`src/tcpr_pkg.sv`:
```
// Shared types, codes and wrap-aware sequence helpers for the TCP
// reassembly interval tracker. No dependencies.
package tcpr_pkg;

  localparam int SeqW = 32;
  localparam int LenW = 25;
  localparam logic [LenW-1:0] SizeCap = 25'd16777216;
  localparam logic [SeqW-1:0] SeqHalf = 32'h7FFF_FFFF;

  typedef logic [SeqW-1:0] seq_t;
  typedef logic [LenW-1:0] len_t;

  typedef enum logic [1:0] {
    CMD_PUT     = 2'd0,
    CMD_REMOVE  = 2'd1,
    CMD_RESTART = 2'd2,
    CMD_NONE    = 2'd3
  } cmd_t;

  typedef enum logic [2:0] {
    STS_OK       = 3'd0,
    STS_ZERO_LEN = 3'd1,
    STS_BEFORE   = 3'd2,
    STS_BEYOND   = 3'd3,
    STS_FULL     = 3'd4
  } status_t;

  typedef enum logic [3:0] {
    ST_IDLE,
    ST_CHECK,
    ST_SCAN,
    ST_MERGE_WR,
    ST_MOVE_DN,
    ST_MOVE_UP,
    ST_INSERT,
    ST_HEAD,
    ST_DONE
  } state_t;

  // Result of the shared compare unit for one stored range.
  typedef struct packed {
    logic touch;
    logic past_seg;
    seq_t merge_start;
    len_t merge_len;
  } unit_res_t;

  function automatic seq_t seq_min(seq_t a, seq_t b);
    seq_t r;
    if (a == b) r = a;
    else if (a < b) r = ((b - a) <= SeqHalf) ? a : b;
    else r = ((a - b) <= SeqHalf) ? b : a;
    return r;
  endfunction

  function automatic seq_t seq_max(seq_t a, seq_t b);
    seq_t r;
    if (a == b) r = a;
    else if (a < b) r = ((b - a) <= SeqHalf) ? b : a;
    else r = ((a - b) <= SeqHalf) ? a : b;
    return r;
  endfunction

endpackage

```
`src/tcpr_merge_unit.sv`:
```
// Shared range compare/merge unit: tests one stored range against the
// running merged segment. Depends on tcpr_pkg.
module tcpr_merge_unit
  import tcpr_pkg::*;
(
  input  seq_t      cur_start,
  input  len_t      cur_len,
  input  seq_t      ent_start,
  input  len_t      ent_len,
  input  seq_t      seg_end,
  output unit_res_t res
);

  seq_t cur_end1, ent_end1, lo, hi, diff;

  always_comb begin
    cur_end1 = cur_start + seq_t'(cur_len) + 32'd1;
    ent_end1 = ent_start + seq_t'(ent_len) + 32'd1;
    lo       = seq_min(cur_start, ent_start);
    hi       = seq_max(cur_start + seq_t'(cur_len), ent_start + seq_t'(ent_len));
    diff     = hi - lo;
    res.touch = !((seq_min(cur_end1, ent_start) == cur_end1) ||
                  (seq_min(ent_end1, cur_start) == ent_end1));
    res.past_seg    = (seq_max(seg_end, ent_start) == ent_start);
    res.merge_start = lo;
    res.merge_len   = diff[LenW-1:0];
  end

endmodule

```
`src/tcp_reassembly_interval_tracker.sv`:
```
// Top level of the TCP reassembly interval tracker: sequencer, range
// table and output register. Depends on tcpr_pkg and tcpr_merge_unit.
//
// Usage:
//   in_* channel carries one command per transfer: in_tuser = cmd (put,
//   remove, restart), in_tdata = {seg_len, seq}. out_* returns exactly one
//   result per command: status, done_len, contiguous_len, next_seq,
//   total_len and range_count. cfg_wr_en/cfg_wr_data write buffer_size
//   (capped at 16 MiB internally); the user must write it only while the
//   block is idle, which the block itself does not enforce. Restart,
//   refused puts and removes that keep the first range go from the check
//   straight to the result. A remove that frees the first range moves the
//   remaining ranges down. A put scans the stored ranges; if it touches none
//   and the table is full, it is refused; else it writes the merged range
//   and moves later entries down to close the gap, or moves entries up to
//   open a slot and inserts, and then updates the ready length. The scan
//   uses the single merge unit and moves use the one-entry-per-cycle table
//   port. One command is in flight at a time; in_tready stays low meanwhile
//   and returns in the same cycle that the result is loaded into the output
//   register. Reset empties the table, zeroes head sequence, ready and total
//   lengths and sets buffer_size to 65536. A stalled receiver holds the
//   result in the output register; the next command may be taken meanwhile
//   but its result waits until it drains.
module tcp_reassembly_interval_tracker
  import tcpr_pkg::*;
#(
  parameter int RANGE_SLOTS = 8
) (
  input  logic         clk,
  input  logic         rst_n,
  input  logic         cfg_wr_en,
  input  logic [24:0]  cfg_wr_data,    // buffer_size
  input  logic         in_tvalid,
  output logic         in_tready,
  input  logic [63:0]  in_tdata,       // seq[31:0], seg_len[56:32], zero fill
  input  logic [1:0]   in_tuser,       // cmd
  output logic         out_tvalid,
  input  logic         out_tready,
  output logic [127:0] out_tdata       // status[2:0], done_len[27:3],
                                       // contiguous_len[52:28], next_seq[84:53],
                                       // total_len[116:85], range_count[120:117]
);

  localparam int AW = $clog2(RANGE_SLOTS);
  localparam int CW = $clog2(RANGE_SLOTS + 1);
  localparam logic [CW-1:0] Slots = CW'(RANGE_SLOTS);

  // Range table: one write and one selected read per cycle.
  seq_t start_r [RANGE_SLOTS];
  len_t len_r   [RANGE_SLOTS];

  state_t state_r, state_nxt;
  len_t   buf_size_r;
  seq_t   head_r, head_nxt, total_r, total_nxt;
  len_t   ready_r, ready_nxt;
  logic [CW-1:0] used_r, used_nxt;
  cmd_t   cmd_r;
  seq_t   seq_r;
  len_t   seglen_r;
  seq_t   ns_r, ns_nxt;
  len_t   nl_r, nl_nxt;
  logic [CW-1:0] idx_r, idx_nxt, first_r, first_nxt, last_r, last_nxt;
  logic [CW-1:0] gap_r, gap_nxt, pos_r, pos_nxt;
  logic   found_r, found_nxt;
  status_t sts_r, sts_nxt;
  len_t   done_r, done_nxt;

  logic          out_valid_r;
  logic [120:0]  out_data_r;

  logic          wr_en;
  logic [AW-1:0] wr_idx, rd_idx;
  seq_t          wr_start, rd_start;
  len_t          wr_len, rd_len;
  unit_res_t     ures;
  len_t          size_cap, rem_n;
  logic [32:0]   end_off;
  logic [CW-1:0] k_minus;
  logic          load_out;
  logic          in_fire;

  assign in_fire   = in_tvalid && in_tready;
  assign in_tready = (state_r == ST_IDLE);
  assign load_out  = (state_r == ST_DONE) && (!out_valid_r || out_tready);
  assign k_minus   = idx_r - CW'(1);

  assign size_cap = (buf_size_r > SizeCap) ? SizeCap : buf_size_r;
  assign end_off  = {1'b0, seq_r - head_r} + 33'(seglen_r);
  assign rem_n    = (seglen_r < ready_r) ? seglen_r : ready_r;

  assign rd_idx   = (state_r == ST_MOVE_UP) ? k_minus[AW-1:0] : idx_r[AW-1:0];
  assign rd_start = start_r[rd_idx];
  assign rd_len   = len_r[rd_idx];

  tcpr_merge_unit u_unit (
    .cur_start (ns_r),
    .cur_len   (nl_r),
    .ent_start (rd_start),
    .ent_len   (rd_len),
    .seg_end   (seq_r + seq_t'(seglen_r)),
    .res       (ures)
  );

  // Next state.
  always_comb begin
    state_nxt = state_r;
    unique case (state_r)
      ST_IDLE: if (in_fire) state_nxt = ST_CHECK;
      ST_CHECK: begin
        state_nxt = ST_DONE;
        if (cmd_r == CMD_PUT && seglen_r != '0 && seq_min(head_r, seq_r) == head_r &&
            end_off <= 33'(size_cap)) begin
          state_nxt = ST_SCAN;
        end else if (cmd_r == CMD_REMOVE && rem_n != '0 && used_r != '0 &&
                     rem_n >= len_r[0]) begin
          state_nxt = ST_MOVE_DN;
        end
      end
      ST_SCAN: begin
        if (idx_r == used_r || (!ures.touch && (found_r || ures.past_seg))) begin
          if (found_r) state_nxt = ST_MERGE_WR;
          else if (used_r >= Slots) state_nxt = ST_DONE;
          else state_nxt = ST_MOVE_UP;
        end
      end
      ST_MERGE_WR: state_nxt = ST_MOVE_DN;
      ST_MOVE_DN: if (idx_r >= used_r) state_nxt = (cmd_r == CMD_PUT) ? ST_HEAD : ST_DONE;
      ST_MOVE_UP: if (idx_r == pos_r) state_nxt = ST_INSERT;
      ST_INSERT:  state_nxt = ST_HEAD;
      ST_HEAD:    state_nxt = ST_DONE;
      ST_DONE:    if (load_out) state_nxt = ST_IDLE;
      default:    state_nxt = ST_IDLE;
    endcase
  end

  // Datapath and table writes.
  always_comb begin
    head_nxt  = head_r;
    ready_nxt = ready_r;
    total_nxt = total_r;
    used_nxt  = used_r;
    ns_nxt    = ns_r;
    nl_nxt    = nl_r;
    idx_nxt   = idx_r;
    first_nxt = first_r;
    last_nxt  = last_r;
    gap_nxt   = gap_r;
    pos_nxt   = pos_r;
    found_nxt = found_r;
    sts_nxt   = sts_r;
    done_nxt  = done_r;
    wr_en     = 1'b0;
    wr_idx    = '0;
    wr_start  = rd_start;
    wr_len    = rd_len;
    unique case (state_r)
      ST_CHECK: begin
        sts_nxt  = STS_OK;
        done_nxt = '0;
        unique case (cmd_r)
          CMD_PUT: begin
            if (seglen_r == '0) sts_nxt = STS_ZERO_LEN;
            else if (seq_min(head_r, seq_r) != head_r) sts_nxt = STS_BEFORE;
            else if (end_off > 33'(size_cap)) sts_nxt = STS_BEYOND;
            ns_nxt    = seq_r;
            nl_nxt    = seglen_r;
            idx_nxt   = '0;
            found_nxt = 1'b0;
          end
          CMD_REMOVE: begin
            done_nxt = rem_n;
            if (rem_n != '0) begin
              head_nxt  = head_r + seq_t'(rem_n);
              ready_nxt = ready_r - rem_n;
              if (used_r != '0) begin
                if (rem_n < len_r[0]) begin
                  // Trim the first range in place.
                  wr_en    = 1'b1;
                  wr_idx   = '0;
                  wr_start = start_r[0] + seq_t'(rem_n);
                  wr_len   = len_r[0] - rem_n;
                end else begin
                  idx_nxt = CW'(1);
                  gap_nxt = CW'(1);
                end
              end
            end
          end
          CMD_RESTART: begin
            head_nxt  = seq_r;
            used_nxt  = '0;
            ready_nxt = '0;
            total_nxt = '0;
          end
          default: ;
        endcase
      end
      ST_SCAN: begin
        if (idx_r == used_r || (!ures.touch && (found_r || ures.past_seg))) begin
          if (!found_r) begin
            if (used_r >= Slots) sts_nxt = STS_FULL;
            pos_nxt = (used_r == '0 || seq_min(seq_r, start_r[0]) == seq_r) ? '0 : idx_r;
            idx_nxt = used_r;
          end
        end else if (ures.touch) begin
          ns_nxt    = ures.merge_start;
          nl_nxt    = ures.merge_len;
          if (!found_r) first_nxt = idx_r;
          last_nxt  = idx_r;
          found_nxt = 1'b1;
          idx_nxt   = idx_r + CW'(1);
        end else begin
          idx_nxt = idx_r + CW'(1);
        end
      end
      ST_MERGE_WR: begin
        wr_en    = 1'b1;
        wr_idx   = first_r[AW-1:0];
        wr_start = ns_r;
        wr_len   = nl_r;
        idx_nxt  = last_r + CW'(1);
        gap_nxt  = last_r - first_r;
      end
      ST_MOVE_DN: begin
        if (idx_r >= used_r) begin
          used_nxt = used_r - gap_r;
        end else begin
          wr_en   = 1'b1;
          wr_idx  = AW'(idx_r - gap_r);
          idx_nxt = idx_r + CW'(1);
        end
      end
      ST_MOVE_UP: begin
        if (idx_r != pos_r) begin
          wr_en   = 1'b1;
          wr_idx  = idx_r[AW-1:0];
          idx_nxt = k_minus;
        end
      end
      ST_INSERT: begin
        wr_en    = 1'b1;
        wr_idx   = pos_r[AW-1:0];
        wr_start = seq_r;
        wr_len   = seglen_r;
        used_nxt = used_r + CW'(1);
      end
      ST_HEAD: begin
        done_nxt = seglen_r;
        if (used_r != '0 && head_r == start_r[0]) begin
          total_nxt = total_r + seq_t'(len_r[0]) - seq_t'(ready_r);
          ready_nxt = len_r[0];
        end
      end
      default: ;
    endcase
  end

  // Table storage: payload only, no reset.
  always_ff @(posedge clk) begin
    if (wr_en) begin
      start_r[wr_idx] <= wr_start;
      len_r[wr_idx]   <= wr_len;
    end
  end

  // Latch the command on a transfer; register the datapath state and load the output data.
  always_ff @(posedge clk) begin
    if (in_fire) begin
      cmd_r    <= cmd_t'(in_tuser);
      seq_r    <= in_tdata[31:0];
      seglen_r <= in_tdata[56:32];
    end
    ns_r    <= ns_nxt;
    nl_r    <= nl_nxt;
    idx_r   <= idx_nxt;
    first_r <= first_nxt;
    last_r  <= last_nxt;
    gap_r   <= gap_nxt;
    pos_r   <= pos_nxt;
    found_r <= found_nxt;
    sts_r   <= sts_nxt;
    done_r  <= done_nxt;
    if (load_out) begin
      out_data_r <= {4'(used_r), total_r, head_r, ready_r, done_r, sts_r};
    end
  end

  always_ff @(posedge clk) begin
    if (!rst_n) begin
      state_r     <= ST_IDLE;
      buf_size_r  <= 25'd65536;
      head_r      <= '0;
      ready_r     <= '0;
      total_r     <= '0;
      used_r      <= '0;
      out_valid_r <= 1'b0;
    end else begin
      state_r <= state_nxt;
      if (cfg_wr_en) buf_size_r <= cfg_wr_data;
      head_r  <= head_nxt;
      ready_r <= ready_nxt;
      total_r <= total_nxt;
      used_r  <= used_nxt;
      if (load_out) out_valid_r <= 1'b1;
      else if (out_tready) out_valid_r <= 1'b0;
    end
  end

  assign out_tvalid = out_valid_r;
  assign out_tdata  = {7'd0, out_data_r};

endmodule

```
`config.mk`:
```
export PLATFORM = sky130hd
export DESIGN_NAME = tcp_reassembly_interval_tracker
export DESIGN_NICKNAME = d
export VERILOG_FILES = /design/src/tcpr_pkg.sv /design/src/tcpr_merge_unit.sv /design/src/tcp_reassembly_interval_tracker.sv
export SDC_FILE = /design/constraint.sdc
export NUM_CORES = 2
export LEC_CHECK = 0
export BUFFER_PORTS_ARGS = -buffer_cell sky130_fd_sc_hd__buf_4
export CAP_MARGIN = 20
export CELL_PAD_IN_SITES_DETAIL_PLACEMENT = 1
export CELL_PAD_IN_SITES_GLOBAL_PLACEMENT = 2
export CORE_ASPECT_RATIO = 0.6
export CORE_UTILIZATION = 30
export DETAILED_ROUTE_END_ITERATION = 10
export HOLD_SLACK_MARGIN = 0.05
export PLACE_DENSITY = 0.58
export SLEW_MARGIN = 15
export SYNTH_ARGS = -nofsm -noshare
export SYNTH_HDL_FRONTEND = slang
export SYNTH_SLANG_ARGS = --single-unit
```
`constraint.sdc`:
```
create_clock -name clk -period 13.7 [get_ports clk]
set_input_delay 2.74 -clock clk [delete_from_list [all_inputs] [get_ports clk]]
set_output_delay 2.74 -clock clk [all_outputs]
set_load 0.03 [all_outputs]
```
==> flow_summary.ini <==
[status]
status = completed

[cells_and_area]
fill_cells = 25680
layout-drive-gt1-share = 0.1398
register_area_sq_mm = 0.02474
most-common-layout-cells = ha_1 (764), edfxtp_1 (742), buf_4 (665)
fin_nets = 8581
multiInputGateArea_sq_mm = 0.04088
syn2layout_area_growth_pct = 16.32
mostFrequentLayoutCell = ha_1

[grt]
grt_use_met3 = 0.06027
grt_max_degree = 75
grt.met1_usage = 0.4931
grt_pass1_vias = 58960
busiest_layer = met1
antenna_found_initial = 41
grt.total_usage = 0.2932
grt_pass1_wl_mm = 480.6
gr-usage-met2 = 0.3733
grt_overflow = 0

[synthesis]
synthSimpleGateAreaFrac = 0.1417
synth_mux_area_frac = 0.04827
yosysTopAreaCell = edfxtp_1
synthArstFlopShare = 0
synthTopCellsByArea = edfxtp_1 (32%), ha_1 (14%), a21oi_1 (3.7%)
syn_avg_cell_area_sq_um = 9.580
postSynthCellCount = 7190
ys_ff_latch = 865
synth.top_cell.area_share = 0.3235
synth-compound-area-share = 0.1868
ys_warn_count = 0
synth_top_family_by_area = compound AO/OA/AOI/OAI gates
ys_seq_area_frac = 0.3592
yosys.area_share.xor_xnor = 0.06038
synth-edff-count = 742
synthFlopType = edfxtp_1
syn_area_sq_mm = 0.06888
synthAdderAreaFrac = 0.1522
synth_cell_types = 120

[critical_path]
r2r_end = nl_r[24]
reg2reg_setup_slack_ps = 840
slowest_delay_ps = 600
critical_path_class = reg -> reg
cp-start-kind = flip-flop
crit_required_ps = 14160
arrival_ps = 13330
crit_slowest_cell = or3_1
worstReg2RegStart = idx_r[0]
r2r_cells = 56
cp-end-kind = flip-flop
crit_top_cell = buf_4
critPathMaxFanout = 23

[clock_tree]
cts_buffers = 89
cts_resized = 0
clk_pin_slew_worst_paths_ps = 70
worstSkewPairLatency_ps = 750
cts.sinks = 865
cts_max_path_buffers = 3
cts_tree = built
htree_levels = 3
root_buffer = clkbuf_16
postCtsSetupRepairBufs = 0
hold_buffers = 0

[place]
pre_cts_slack_ps = 1340
port_buffers = 211
dp_hpwl_mm = 281.2
routabilityCongestion = 0.9670

[sta]
max_freq_mhz = 77.74
rsz0062_at_grt = false
skew_ps = 56.86
maxSlewHeadroom = 0.1274
final.setup.tns_ps = 0
drv_slew = 0
period_needed_ps = 12860
setup_ws_ps = 836.6
setup_viol = 0
finalCritPeriodShare = 0.9389
tightest_slew_ps = 1276
hold_viol = 0

[drt]
vias_per_cell = 5.740
drtIter0Drc = 7026
routed_wl_mm = 348.9
post_drt_wl_per_cell_um = 32.40
dr.pass1.iters = 5
ant_nets = 0
vias = 61810
drc_errors = 0

[floorplanning]
core-area_sq_mm = 0.2268
boundaryPins = 226
dieArea_sq_mm = 0.2316
initial_core_util = 0.3036
die_w_um = 620.6
num_rows = 135
dieHeight_um = 373.2

[hold_path]
hold_class = reg -> reg
min_from = done_r[15]
whs_endpoint = out_data_r[18]
holdPathStages = 0

[power_and_ir_drop]
p_switching_mw = 3.640
netSwitchingFraction = 0.3900
leakage_nw = 33.22
power_frac_comb = 0.387
p_seq_frac = 0.326
powerDensity_mw_per_mm2 = 116.5
peakVddDrop_uv = 87.00
p_int_mw = 5.693
power.share.clock = 0.287

[job]
maxCapViolations = 0
-- cell usage after synthesis (39+ instances only) --
cell type  number
edfxtp_1      742
inv_1         604
a31oi_1        55
mux2i_1       137
a21oi_1       504
nor2_1        446
a22oi_1       105
fa_1           45
ha_1          766
nor4_1         74
o21ai_0       386
xnor2_1       243
and3_1         75
nand2_1       531
or3_1          39
nor3_1        156
o211ai_1       42
clkbuf_1      217
dfxtp_1       123
nor2b_1        66
o21a_1         61
nand3_1       199
o22ai_1        58
a21o_1        217
mux4_2         74
and2_1         44
xor2_1        199
nand4_1        98
a211oi_1      110
nand2b_1       62
-- worst max-delay path, delay by kind of cell (launching register included) --
kind | cells | cell delay, ps
compound gates | 21 | 4580
xor+xnor | 2 | 350
fa+ha+maj | 5 | 1570
buf+inv | 16 | 2750
flops | 1 | 570
mux | 2 | 620
simple gates | 10 | 2060
-- per-layer routing --
metal	up-vias	wire length (um)
met3	242	31290
met2	2273	127800
met1	31790	184600
met4	8	5111
met5	-	46
li1	27500	-
-- layout make-up --
cell class                      instances  area share
Clock buffer                          102     0.02853
Clock inverter                         63    0.009620
Sequential cell                       865      0.3088
Timing Repair Buffer                  682     0.06618
Antenna cell                            7   0.0002186
Multi-Input combinational cell       5413      0.5103
Inverter                              623     0.02925
Tap cell                             3014     0.04707
-- power by group through the flow --
| stage | clock (mW) | combinational (mW) | sequential, mW |
|---|---|---|---|
| floorplan | 0 | 2.11 | 3.08 |
| global placement | 0 | 3.46 | 3.10 |
| detailed placement | 0 | 3.51 | 3.10 |
| CTS | 2.72 | 3.54 | 3.04 |
| global route | 2.81 | 3.89 | 3.04 |
| finish | 2.68 | 3.62 | 3.04 |
-- per-stage QoR --
stage	hold slack (ps)	area [sq um]	instances	utilization	total power [mW]
2_1_floorplan	400.3	68900	7196	-	5.192
3_3_place_gp	404.8	77020	10600	0.3395	6.553
3_5_place_dp	406.5	77030	10600	0.3396	6.610
4_1_cts	415.3	80080	10760	0.3530	9.298
5_1_grt	424.7	80100	10760	0.3531	9.741
6_report	419.2	80120	10770	0.3532	9.333
-- cells by family after synthesis --
family / Yosys count
flip-flops: 865
multiplexers: 236
AND/OR/NAND/NOR: 1955
XOR/XNOR: 457
AO/OA/AOI/OAI: 1947
adder cells (fa/ha/maj): 811
other: 1
buffers and inverters: 918
-- sequential cells by signal (all words and copies together), names as in the netlist, 25 cells and up --
register / cells
start_r: 256
len_r: 200
out_data_r: 121
head_r: 32
ns_r: 32
seq_r: 32
total_r: 32
buf_size_r: 25
done_r: 25
nl_r: 25
ready_r: 25
seglen_r: 25
-- worst max-delay path by stage --
stage | startpoint | endpoint | slack [ps] | depth (start not counted)
2_1_floorplan | state_r[2] | nl_r[23] | 1400 | 52
3_3_place_gp | idx_r[0] | nl_r[24] | 1440 | 55
6_report | idx_r[0] | nl_r[24] | 840 | 56
5_1_grt | idx_r[0] | nl_r[24] | 310 | 57
3_5_place_dp | idx_r[0] | nl_r[24] | 1340 | 56
4_1_cts | idx_r[0] | nl_r[24] | 1260 | 56
Note: power is estimated with default switching activity, not from simulation.
